**src/rtl/erg_pkg.sv**
```systemverilog
// erg_pkg: shared widths, codes and request types for the eased ramp generator.
// Used by erg_mul, erg_div, the top level and the port checker.
package erg_pkg;

  // Field widths
  localparam int POS_W  = 14;
  localparam int TIME_W = 32;
  localparam int AMT_W  = 24;
  localparam int CODE_W = 2;

  // Clamp limits
  localparam logic [POS_W-1:0] POS_MAX    = 14'd9999;
  localparam logic [AMT_W-1:0] AMOUNT_MAX = 24'd9999999;

  // Q1.16 fraction handling
  localparam int Q_FRAC = 16;
  localparam int FRAC_W = Q_FRAC + 1;
  localparam logic [FRAC_W-1:0] Q_ONE  = 17'h10000;
  localparam logic [FRAC_W-1:0] Q_HALF = 17'h08000;

  // Item modes
  localparam logic [CODE_W-1:0] MODE_SET    = 2'd0;
  localparam logic [CODE_W-1:0] MODE_STOP   = 2'd1;
  localparam logic [CODE_W-1:0] MODE_SAMPLE = 2'd2;

  // Ramp kinds
  localparam logic [CODE_W-1:0] KIND_PLAIN    = 2'd0;
  localparam logic [CODE_W-1:0] KIND_SPEED    = 2'd1;
  localparam logic [CODE_W-1:0] KIND_INTERVAL = 2'd2;

  // Easing curves
  localparam logic [CODE_W-1:0] EASE_LINEAR = 2'd0;
  localparam logic [CODE_W-1:0] EASE_IN     = 2'd1;
  localparam logic [CODE_W-1:0] EASE_OUT    = 2'd2;
  localparam logic [CODE_W-1:0] EASE_IN_OUT = 2'd3;

  // Digit-serial multiplier: A x B, B consumed MUL_DW bits per cycle
  localparam int MUL_AW = 32;
  localparam int MUL_BW = 20;
  localparam int MUL_DW = 4;
  localparam int MUL_PW = MUL_AW + MUL_BW;

  // Bit-serial divider: NUM / DEN, one quotient bit per cycle
  localparam int DIV_NW = 48;
  localparam int DIV_DW = 32;
  localparam int DIV_QW = 20;

  typedef struct packed {
    logic              start;
    logic [MUL_AW-1:0] a;
    logic [MUL_BW-1:0] b;
  } mul_req_t;

  typedef struct packed {
    logic              start;
    logic [DIV_NW-1:0] num;
    logic [DIV_DW-1:0] den;
  } div_req_t;

endpackage

```
**src/rtl/erg_mul.sv**
```systemverilog
// erg_mul: digit-serial unsigned multiplier, MSB digit of B first.
// Depends on erg_pkg for widths and the request struct.
module erg_mul (
  input  logic                      clk,
  input  logic                      rst_n,
  input  erg_pkg::mul_req_t         req,
  output logic                      done,
  output logic [erg_pkg::MUL_PW-1:0] prod
);
  import erg_pkg::*;

  localparam int STEPS = MUL_BW / MUL_DW;
  localparam int CW    = $clog2(STEPS + 1);

  logic [MUL_AW-1:0]        a_r;
  logic [MUL_BW-1:0]        b_r;
  logic [MUL_PW-1:0]        prod_r;
  logic [CW-1:0]            cnt_r;
  logic                     busy_r;
  logic                     done_r;
  logic [MUL_DW-1:0]        dig;
  logic [MUL_AW+MUL_DW-1:0] pp;

  // one partial product per cycle
  assign dig = b_r[MUL_BW-1 -: MUL_DW];
  assign pp  = {{MUL_DW{1'b0}}, a_r} * {{MUL_AW{1'b0}}, dig};

  // control
  always_ff @(posedge clk) begin
    if (!rst_n) begin
      busy_r <= 1'b0;
      done_r <= 1'b0;
      cnt_r  <= '0;
    end else begin
      done_r <= 1'b0;
      if (req.start) begin
        busy_r <= 1'b1;
        cnt_r  <= CW'(STEPS);
      end else if (busy_r) begin
        cnt_r <= cnt_r - 1'b1;
        if (cnt_r == CW'(1)) begin
          busy_r <= 1'b0;
          done_r <= 1'b1;
        end
      end
    end
  end

  // datapath: shift accumulator left one digit, add partial product
  always_ff @(posedge clk) begin
    if (req.start) begin
      a_r    <= req.a;
      b_r    <= req.b;
      prod_r <= '0;
    end else if (busy_r) begin
      prod_r <= {prod_r[MUL_PW-MUL_DW-1:0], {MUL_DW{1'b0}}} + MUL_PW'(pp);
      b_r    <= b_r << MUL_DW;
    end
  end

  assign done = done_r;
  assign prod = prod_r;

endmodule

```
**src/rtl/erg_div.sv**
```systemverilog
// erg_div: restoring bit-serial divider, one quotient bit per cycle.
// Caller guarantees the quotient fits in DIV_QW bits. Depends on erg_pkg.
module erg_div (
  input  logic                      clk,
  input  logic                      rst_n,
  input  erg_pkg::div_req_t         req,
  output logic                      done,
  output logic [erg_pkg::DIV_QW-1:0] quo
);
  import erg_pkg::*;

  localparam int CW = $clog2(DIV_QW + 1);

  logic [DIV_DW-1:0] den_r;
  logic [DIV_DW-1:0] rem_r;
  logic [DIV_QW-1:0] low_r;   // numerator bits out, quotient bits in
  logic [CW-1:0]     cnt_r;
  logic              busy_r;
  logic              done_r;
  logic [DIV_DW:0]   trial;
  logic [DIV_DW:0]   diff;
  logic              ge;

  // trial subtract
  assign trial = {rem_r, low_r[DIV_QW-1]};
  assign diff  = trial - {1'b0, den_r};
  assign ge    = (trial >= {1'b0, den_r});

  // control
  always_ff @(posedge clk) begin
    if (!rst_n) begin
      busy_r <= 1'b0;
      done_r <= 1'b0;
      cnt_r  <= '0;
    end else begin
      done_r <= 1'b0;
      if (req.start) begin
        busy_r <= 1'b1;
        cnt_r  <= CW'(DIV_QW);
      end else if (busy_r) begin
        cnt_r <= cnt_r - 1'b1;
        if (cnt_r == CW'(1)) begin
          busy_r <= 1'b0;
          done_r <= 1'b1;
        end
      end
    end
  end

  // datapath: upper numerator bits seed the remainder
  always_ff @(posedge clk) begin
    if (req.start) begin
      den_r <= req.den;
      rem_r <= DIV_DW'(req.num[DIV_NW-1:DIV_QW]);
      low_r <= req.num[DIV_QW-1:0];
    end else if (busy_r) begin
      rem_r <= ge ? diff[DIV_DW-1:0] : trial[DIV_DW-1:0];
      low_r <= {low_r[DIV_QW-2:0], ge};
    end
  end

  assign done = done_r;
  assign quo  = low_r;

endmodule

```
**src/rtl/eased_axis_ramp_generator.sv**
```systemverilog
// Path from input word to out_tvalid: a plain set goes straight to the commit; outside the ramp
// the position is found first; linear uses a product and a quotient; the eased curves divide for
// f and then chain products on the shared 4-bit-digit multiplier; a speed set adds a divide on the
// bit-serial divider. One word in flight: the next is taken in the cycle after the result moves to
// the output register, which waits while an earlier result is stalled. rst_n is synchronous, active
// low: positions and stop time go to DEFAULT_POSITION; start time, last report and easing go to 0.
module eased_axis_ramp_generator #(
  parameter int unsigned DEFAULT_POSITION = 5000
) (
  input  logic        clk,
  input  logic        rst_n,
  // slave side
  input  logic        in_tvalid,
  output logic        in_tready,
  input  logic [71:0] in_tdata,   // now_ms[31:0], target[45:32], ramp_amount[69:46], 0
  input  logic [3:0]  in_tuser,   // mode[1:0], ramp_kind[3:2]
  // master side
  output logic        out_tvalid,
  input  logic        out_tready,
  output logic [15:0] out_tdata,  // position[13:0], changed[14], 0
  // easing_mode register
  input  logic        cfg_wr_en,
  input  logic [1:0]  cfg_wr_data
);
  import erg_pkg::*;

  typedef enum logic [3:0] {
    S_IDLE, S_POS, S_LIN_MUL, S_LIN_DIV, S_F_DIV, S_EASE_A, S_EASE_B,
    S_EASE_C, S_EASE_D, S_EASE_G, S_APPLY, S_SPD_DIV, S_FINAL
  } state_t;

  state_t state_r;

  // latched word
  logic [CODE_W-1:0] mode_r, kind_r;
  logic [TIME_W-1:0] now_r;
  logic [POS_W-1:0]  tgt_r;
  logic [AMT_W-1:0]  amt_r;

  // ramp state
  logic [POS_W-1:0]  start_val_r, stop_val_r, last_rep_r;
  logic [TIME_W-1:0] start_time_r, stop_time_r;
  logic [CODE_W-1:0] ease_r;

  // working registers
  logic [TIME_W-1:0] dur_r;
  logic [POS_W-1:0]  mag_r, p_r;
  logic              dneg_r;
  logic [FRAC_W-1:0] f_r, inv_r, a_r, b_r, t_r;

  // output register
  logic              out_tvalid_r;
  logic [15:0]       out_data_r;

  // arithmetic units
  mul_req_t           mul_req_r;
  div_req_t           div_req_r;
  logic               mul_done, div_done;
  logic [MUL_PW-1:0]  mul_prod;
  logic [DIV_QW-1:0]  div_quo;

  erg_mul u_mul (.clk(clk), .rst_n(rst_n), .req(mul_req_r), .done(mul_done), .prod(mul_prod));
  erg_div u_div (.clk(clk), .rst_n(rst_n), .req(div_req_r), .done(div_done), .quo(div_quo));

  // input clamps
  logic [POS_W-1:0] tgt_in, tgt_cl;
  logic [AMT_W-1:0] amt_in, amt_cl;
  assign tgt_in = in_tdata[45:32];
  assign amt_in = in_tdata[69:46];
  assign tgt_cl = (tgt_in > POS_MAX) ? POS_MAX : tgt_in;
  assign amt_cl = (amt_in > AMOUNT_MAX) ? AMOUNT_MAX : amt_in;

  // ramp window and span
  logic [TIME_W-1:0] elapsed_c, dur_c;
  logic              up_c, after_stop, after_start;
  logic [POS_W-1:0]  mag_c;
  assign after_stop  = now_r > stop_time_r;
  assign after_start = now_r > start_time_r;
  assign elapsed_c   = now_r - start_time_r;
  assign dur_c       = stop_time_r - start_time_r;
  assign up_c        = stop_val_r >= start_val_r;
  assign mag_c       = up_c ? (stop_val_r - start_val_r) : (start_val_r - stop_val_r);

  // Q1.16 product top bits
  logic [FRAC_W-1:0] hi_c;
  assign hi_c = mul_prod[2*Q_FRAC:Q_FRAC];

  // linear result
  logic [POS_W-1:0] lin_q, lin_pos;
  logic [POS_W:0]   lin_sum;
  assign lin_q   = div_quo[POS_W-1:0];
  assign lin_sum = {1'b0, start_val_r} + {1'b0, lin_q};
  assign lin_pos = dneg_r ? (start_val_r - lin_q)
                 : ((lin_sum > {1'b0, POS_MAX}) ? POS_MAX : lin_sum[POS_W-1:0]);

  // in-out blend, clamped to one
  logic [FRAC_W:0]   io_sum;
  logic [FRAC_W-1:0] g_io;
  assign io_sum = {1'b0, t_r} + {1'b0, hi_c};
  assign g_io   = (io_sum > {1'b0, Q_ONE}) ? Q_ONE : io_sum[FRAC_W-1:0];

  // eased result: (start*2^16 +/- g*|d| + half) >> 16, minus when descending
  logic [31:0]      ease_base, ease_s;
  logic [15:0]      ease_hi;
  logic [POS_W-1:0] ease_pos;
  assign ease_base = {2'b00, start_val_r, 16'h0000} + 32'(Q_HALF);
  assign ease_s    = dneg_r ? (ease_base - mul_prod[31:0]) : (ease_base + mul_prod[31:0]);
  assign ease_hi   = ease_s[31:16];
  assign ease_pos  = (ease_hi > 16'(POS_MAX)) ? POS_MAX : ease_hi[POS_W-1:0];

  // speed ramp: distance * 100
  logic [POS_W-1:0]  dist_c;
  logic [DIV_QW-1:0] d20, dist100;
  assign dist_c  = (tgt_r > p_r) ? (tgt_r - p_r) : (p_r - tgt_r);
  assign d20     = DIV_QW'(dist_c);
  assign dist100 = (d20 << 6) + (d20 << 5) + (d20 << 2);

  // position after the update
  logic [POS_W-1:0] fin_pos;
  assign fin_pos = after_stop ? stop_val_r : (after_start ? p_r : start_val_r);

  // sequencer
  always_ff @(posedge clk) begin
    if (!rst_n) begin
      state_r         <= S_IDLE;
      start_val_r     <= POS_W'(DEFAULT_POSITION);
      stop_val_r      <= POS_W'(DEFAULT_POSITION);
      start_time_r    <= '0;
      stop_time_r     <= TIME_W'(DEFAULT_POSITION);
      last_rep_r      <= '0;
      ease_r          <= EASE_LINEAR;
      out_tvalid_r    <= 1'b0;
      mul_req_r.start <= 1'b0;
      div_req_r.start <= 1'b0;
    end else begin
      mul_req_r.start <= 1'b0;
      div_req_r.start <= 1'b0;
      if (cfg_wr_en) begin
        ease_r <= cfg_wr_data;
      end
      if (out_tvalid_r && out_tready) begin
        out_tvalid_r <= 1'b0;
      end

      case (state_r)
        S_IDLE: begin
          if (in_tvalid) begin
            mode_r <= in_tuser[1:0];
            kind_r <= in_tuser[3:2];
            now_r  <= in_tdata[31:0];
            tgt_r  <= tgt_cl;
            amt_r  <= amt_cl;
            if (in_tuser[1:0] == MODE_SET && in_tuser[3:2] != KIND_SPEED
                && in_tuser[3:2] != KIND_INTERVAL) begin
              state_r <= S_APPLY;
            end else begin
              state_r <= S_POS;
            end
          end
        end

        // where does the current ramp stand at now
        S_POS: begin
          if (after_stop) begin
            p_r     <= stop_val_r;
            state_r <= S_APPLY;
          end else if (after_start) begin
            dur_r  <= dur_c;
            mag_r  <= mag_c;
            dneg_r <= !up_c;
            if (ease_r == EASE_LINEAR) begin
              mul_req_r <= '{start: 1'b1, a: elapsed_c, b: MUL_BW'(mag_c)};
              state_r   <= S_LIN_MUL;
            end else begin
              div_req_r <= '{start: 1'b1, num: {elapsed_c, 16'h0000}, den: dur_c};
              state_r   <= S_F_DIV;
            end
          end else begin
            p_r     <= start_val_r;
            state_r <= S_APPLY;
          end
        end

        S_LIN_MUL: begin
          if (mul_done) begin
            div_req_r <= '{start: 1'b1, num: mul_prod[DIV_NW-1:0], den: dur_r};
            state_r   <= S_LIN_DIV;
          end
        end

        S_LIN_DIV: begin
          if (div_done) begin
            p_r     <= lin_pos;
            state_r <= S_APPLY;
          end
        end

        // f = elapsed * 2^16 / duration
        S_F_DIV: begin
          if (div_done) begin
            f_r       <= div_quo[FRAC_W-1:0];
            inv_r     <= Q_ONE - div_quo[FRAC_W-1:0];
            mul_req_r <= '{start: 1'b1, a: MUL_AW'(div_quo[FRAC_W-1:0]),
                           b: MUL_BW'(div_quo[FRAC_W-1:0])};
            state_r   <= S_EASE_A;
          end
        end

        // a = f*f
        S_EASE_A: begin
          if (mul_done) begin
            a_r <= hi_c;
            if (ease_r == EASE_IN) begin
              mul_req_r <= '{start: 1'b1, a: MUL_AW'(hi_c), b: MUL_BW'(mag_r)};
              state_r   <= S_EASE_G;
            end else begin
              mul_req_r <= '{start: 1'b1, a: MUL_AW'(inv_r), b: MUL_BW'(inv_r)};
              state_r   <= S_EASE_B;
            end
          end
        end

        // b = 1 - inv*inv
        S_EASE_B: begin
          if (mul_done) begin
            b_r <= Q_ONE - hi_c;
            if (ease_r == EASE_OUT) begin
              mul_req_r <= '{start: 1'b1, a: MUL_AW'(Q_ONE - hi_c), b: MUL_BW'(mag_r)};
              state_r   <= S_EASE_G;
            end else begin
              mul_req_r <= '{start: 1'b1, a: MUL_AW'(inv_r), b: MUL_BW'(a_r)};
              state_r   <= S_EASE_C;
            end
          end
        end

        // in-out: inv*a, then f*b
        S_EASE_C: begin
          if (mul_done) begin
            t_r       <= hi_c;
            mul_req_r <= '{start: 1'b1, a: MUL_AW'(f_r), b: MUL_BW'(b_r)};
            state_r   <= S_EASE_D;
          end
        end

        S_EASE_D: begin
          if (mul_done) begin
            mul_req_r <= '{start: 1'b1, a: MUL_AW'(g_io), b: MUL_BW'(mag_r)};
            state_r   <= S_EASE_G;
          end
        end

        // g * |d| scaled onto the start position
        S_EASE_G: begin
          if (mul_done) begin
            p_r     <= ease_pos;
            state_r <= S_APPLY;
          end
        end

        // commit the command
        S_APPLY: begin
          state_r <= S_FINAL;
          case (mode_r)
            MODE_SET: begin
              start_time_r <= now_r;
              stop_val_r   <= tgt_r;
              case (kind_r)
                KIND_SPEED: begin
                  start_val_r <= p_r;
                  if (amt_r == '0) begin
                    stop_time_r <= now_r;
                  end else begin
                    div_req_r <= '{start: 1'b1, num: DIV_NW'(dist100),
                                   den: DIV_DW'(amt_r)};
                    state_r   <= S_SPD_DIV;
                  end
                end
                KIND_INTERVAL: begin
                  start_val_r <= p_r;
                  stop_time_r <= now_r + TIME_W'(amt_r);
                end
                default: begin
                  if (amt_r == '0) begin
                    stop_time_r <= now_r;
                    start_val_r <= tgt_r;
                  end
                end
              endcase
            end
            MODE_STOP: begin
              start_val_r  <= p_r;
              start_time_r <= now_r;
              stop_val_r   <= p_r;
              stop_time_r  <= now_r;
            end
            default: begin
            end
          endcase
        end

        S_SPD_DIV: begin
          if (div_done) begin
            stop_time_r <= now_r + TIME_W'(div_quo);
            state_r     <= S_FINAL;
          end
        end

        // hand the result to the output register
        S_FINAL: begin
          if (!out_tvalid_r || out_tready) begin
            out_tvalid_r <= 1'b1;
            out_data_r   <= {1'b0, (fin_pos != last_rep_r), fin_pos};
            last_rep_r   <= fin_pos;
            state_r      <= S_IDLE;
          end
        end

        default: begin
          state_r <= S_IDLE;
        end
      endcase
    end
  end

  assign in_tready  = (state_r == S_IDLE);
  assign out_tvalid = out_tvalid_r;
  assign out_tdata  = out_data_r;

endmodule

```
**config.mk**
```make
export PLATFORM = sky130hd
export DESIGN_NAME = eased_axis_ramp_generator
export DESIGN_NICKNAME = d
export VERILOG_FILES = /design/src/rtl/erg_pkg.sv /design/src/rtl/erg_mul.sv /design/src/rtl/erg_div.sv /design/src/rtl/eased_axis_ramp_generator.sv
export SDC_FILE = /design/constraint.sdc
export NUM_CORES = 2
export LEC_CHECK = 0
export BUFFER_PORTS_ARGS = -buffer_cell sky130_fd_sc_hd__buf_2
export CORE_ASPECT_RATIO = 1.75
export CORE_MARGIN = 5
export CORE_UTILIZATION = 50
export DETAILED_ROUTE_END_ITERATION = 10
export PLACE_DENSITY = 0.71
export SLEW_MARGIN = 20
export SYNTH_ARGS = -nofsm -noshare
export SYNTH_HDL_FRONTEND = slang
export SYNTH_HIERARCHICAL = 1
export SYNTH_SLANG_ARGS = --single-unit
```
**constraint.sdc**
```tcl
create_clock -name clk -period 29.3 [get_ports clk]
set_input_delay 5.86 -clock clk [delete_from_list [all_inputs] [get_ports clk]]
set_output_delay 5.86 -clock clk [all_outputs]
set_load 0.05 [all_outputs]
```
==> run summary <==
DIE
-----------------------------------------------------------------------------------------------
Site Rows                                                                                   150
DIE AREA                                                                            102400 um^2
DIE WIDTH                                                                              244.0 um
Core box area                                                                        95340 um^2
I/O pin cnt                                                                                 101
Vert. Die Dim                                                                          419.5 um
Starting Density                                                                         50.26%

PWR
-----------------------------------------------------------------------------------------------
Worst VDD drop                                                                      0.0001120 V
Leakage dissipation                                                                  0.02058 uW
Internal power summed over all cells                                                    2848 uW
Power after layout                                                                      5324 uW
Power per Cell Area                                                                102.9 nW/um^2
Switching Power                                                                         2476 uW
Fraction of power spent switching nets                                                   46.50%
Logic gate share of total power                                                           58.5%
Flop pwr share                                                                            25.8%
Power share of the clock group                                                            15.7%

STA
-----------------------------------------------------------------------------------------------
Slew @ Worst Pin                                                                       1.120 ns
Minimum clock period                                                                   8.584 ns
Achievable clock frequency                                                            116.5 MHz
Final count of negative-setup-slack endpoints                                                 0
Worst setup skew after layout                                                        0.03583 ns
Final Hold Vio Count                                                                          0
Final Slew Violations                                                                         0
PnR worst setup slack                                                                  20.72 ns
Setup TNS                                                                                  0 ns
Worst hold slack across all endpoints                                                 0.4093 ns
Period Utilization, post-route                                                           29.30%
Unrepaired setup endpoints after global routing                                              no
Slew HR                                                                                  24.66%

CLOCKING
-----------------------------------------------------------------------------------------------
Quantity of gates resized following cts                                                       0
Clock input transition at the sequential cells of the worst setup and hold paths        0.07 ns
Num CTS Buffers                                                                              61
Number of setup buffers added after CTS                                                       0
TritonCTS Sinks                                                                             674
Hold-fix buffer count after cts                                                               0
CTS tree                                                                                  built
Clock latency at the later pin of the worst-skew pair                                   0.69 ns
Maximum count of clock buffers along a single path                                            3
Depth of the CTS H-tree                                                                       2
Root cell of the clock tree                                                           clkbuf_16

DETAILED ROUTING
-----------------------------------------------------------------------------------------------
Count of antenna-violating nets left after detailed routing                                   0
Wire length after detailed routing                                                    151300 um
Vias after detailed routing                                                               39590
Number of search-and-repair iterations in the first detailed-routing pass                     7
Mean routed wirelength per cell                                                        23.84 um
Drt drc                                                                                       0
Via density per instance                                                                  6.237
Violation count after the first detailed-routing iteration                                 3669

GLOBAL ROUTING
-----------------------------------------------------------------------------------------------
GRT overflow                                                                                  0
Pin count of the biggest net entering global routing                                         81
Global-route wire length before repair                                                226400 um
Total GRT Usage                                                                          28.55%
Initial antenna violation count                                                               1
Number of global-route vias before repair                                                 38720

FINISH
-----------------------------------------------------------------------------------------------
Top reg by flops                                                                      div_req_r
Number of flip-flops under the largest register name                                         81
Synth-to-Final Area Change                                                               8.014%
Share of layout cells above drive strength 1                                             7.661%
Count of non-filler cells in the finished layout                                           6347
Net count reported at finish                                                               5643

YOSYS
-----------------------------------------------------------------------------------------------
Average size of a mapped cell                                                        9.490 um^2
Syn Inst Count                                                                             5049
Netlist Area Pre-Place                                                               47920 um^2
Warning count from the yosys run                                                              6

PLACE
-----------------------------------------------------------------------------------------------
Placed Instances                                                                           6232
Post-Place Worst Slack                                                                 20.52 ns
Buffers added on ports                                                                       97
Gpl congestion                                                                           0.9654
Estimated wirelength of the detail-placed design                                      116600 um

SETUP PATH
-----------------------------------------------------------------------------------------------
Capturing element type of the critical path                                        primary output
Critical path's slowest cell                                                             nor4_1
Arrival time worst endpoint                                                             2.72 ns
Critical path, cell by cell                                                        nor4_1 -> buf_2
Largest fanout on the critical path                                                          24
Launching element type of the critical path                                                flop
Startpoint-to-endpoint class of the critical path                                  flop to primary output
Required arrival time at the worst endpoint                                            23.44 ns
Peak per-stage delay on the critical path                                               1.05 ns

FLOW RUN
-----------------------------------------------------------------------------------------------
Max Cap Violations                                                                            0

OUTCOME
-----------------------------------------------------------------------------------------------
Result of the run                                                                  finished, final reports clean

WORST HOLD PATH
-----------------------------------------------------------------------------------------------
Hold WC Path Type                                                                  flop to flop

-- per-layer routing --
metal	vias to the layer above	GRT usage [%]	wire, um
li1	18330	-	-
met1	19110	31.93	54350
met2	1648	51.16	75800
met3	498	3.964	9741
met4	0	17.88	11390
met5	-	0	0
-- power by group through the flow --
stage	registers, uW	clock network (uW)	logic, uW
2_1_floorplan	1310	0	2300
3_3_place_gp	1390	0	2990
3_5_place_dp	1390	0	3040
4_1_cts	1370	850	3070
5_1_grt	1390	884	3430
6_report	1370	837	3110
-- worst max-delay path, delay by kind of cell (launching register included) --
family | cells | cell delay, ns
and+or+nand+nor | 1 | 1.05
DFF | 1 | 0.58
buffers and inverters | 1 | 0.42
-- through the flow --
step	utilization (%)	area (um^2)
5_1_grt	54.28	51750
2_1_floorplan	-	47930
4_1_cts	54.27	51740
3_3_place_gp	52.13	49700
3_5_place_dp	52.13	49700
6_report	54.28	51760
-- layout make-up --
type / instances / area, um^2
fillers: 8664 / 43590
flip-flops and latches: 674 / 18460
well taps: 1216 / 1521
clock buffers: 74 / 1595
repair buffers: 166 / 1003
inverters: 477 / 1790
clock inverters: 40 / 444.2
multi-input cells: 3699 / 26940
diodes: 1 / 2.502
-- placed cells by master (no fill, tap or decap), types with 16 or more instances in the layout --
cell type,instances
a221oi_1,30
inv_1,475
a31oi_1,41
or3_1,37
clkbuf_16,61
o311ai_0,19
o31ai_1,26
o211ai_1,67
a21oi_1,390
dfxtp_1,177
mux2_2,44
nand2_1,464
nand3_1,118
a22o_1,40
o21bai_1,41
buf_2,97
a311oi_1,18
xor2_1,91
o21a_1,37
or2_2,18
a22oi_1,35
and3_1,32
a221o_1,35
ha_1,371
nand4_1,45
fa_1,110
nand2b_1,47
nor2_1,284
mux2i_1,82
o221ai_1,16
buf_4,69
a211oi_1,54
edfxtp_1,495
nor4_1,36
nor2b_1,47
and2_1,155
o21ai_0,257
a21o_1,102
nor3_1,72
xnor2_1,187
-- final timing paths --
path	startpoint	endpoint	slack, ns	depth (start not counted)
max	state_r[0]	in_tready	20.72	2
max reg2reg	tgt_r[0]	div_req_r[50]	23.04	27
min	div_req_r[13]	u_div/den_r[13]	0.41	0
min reg2reg	div_req_r[13]	u_div/den_r[13]	0.41	0
No activity file was read; power rests on OpenSTA's default activity.
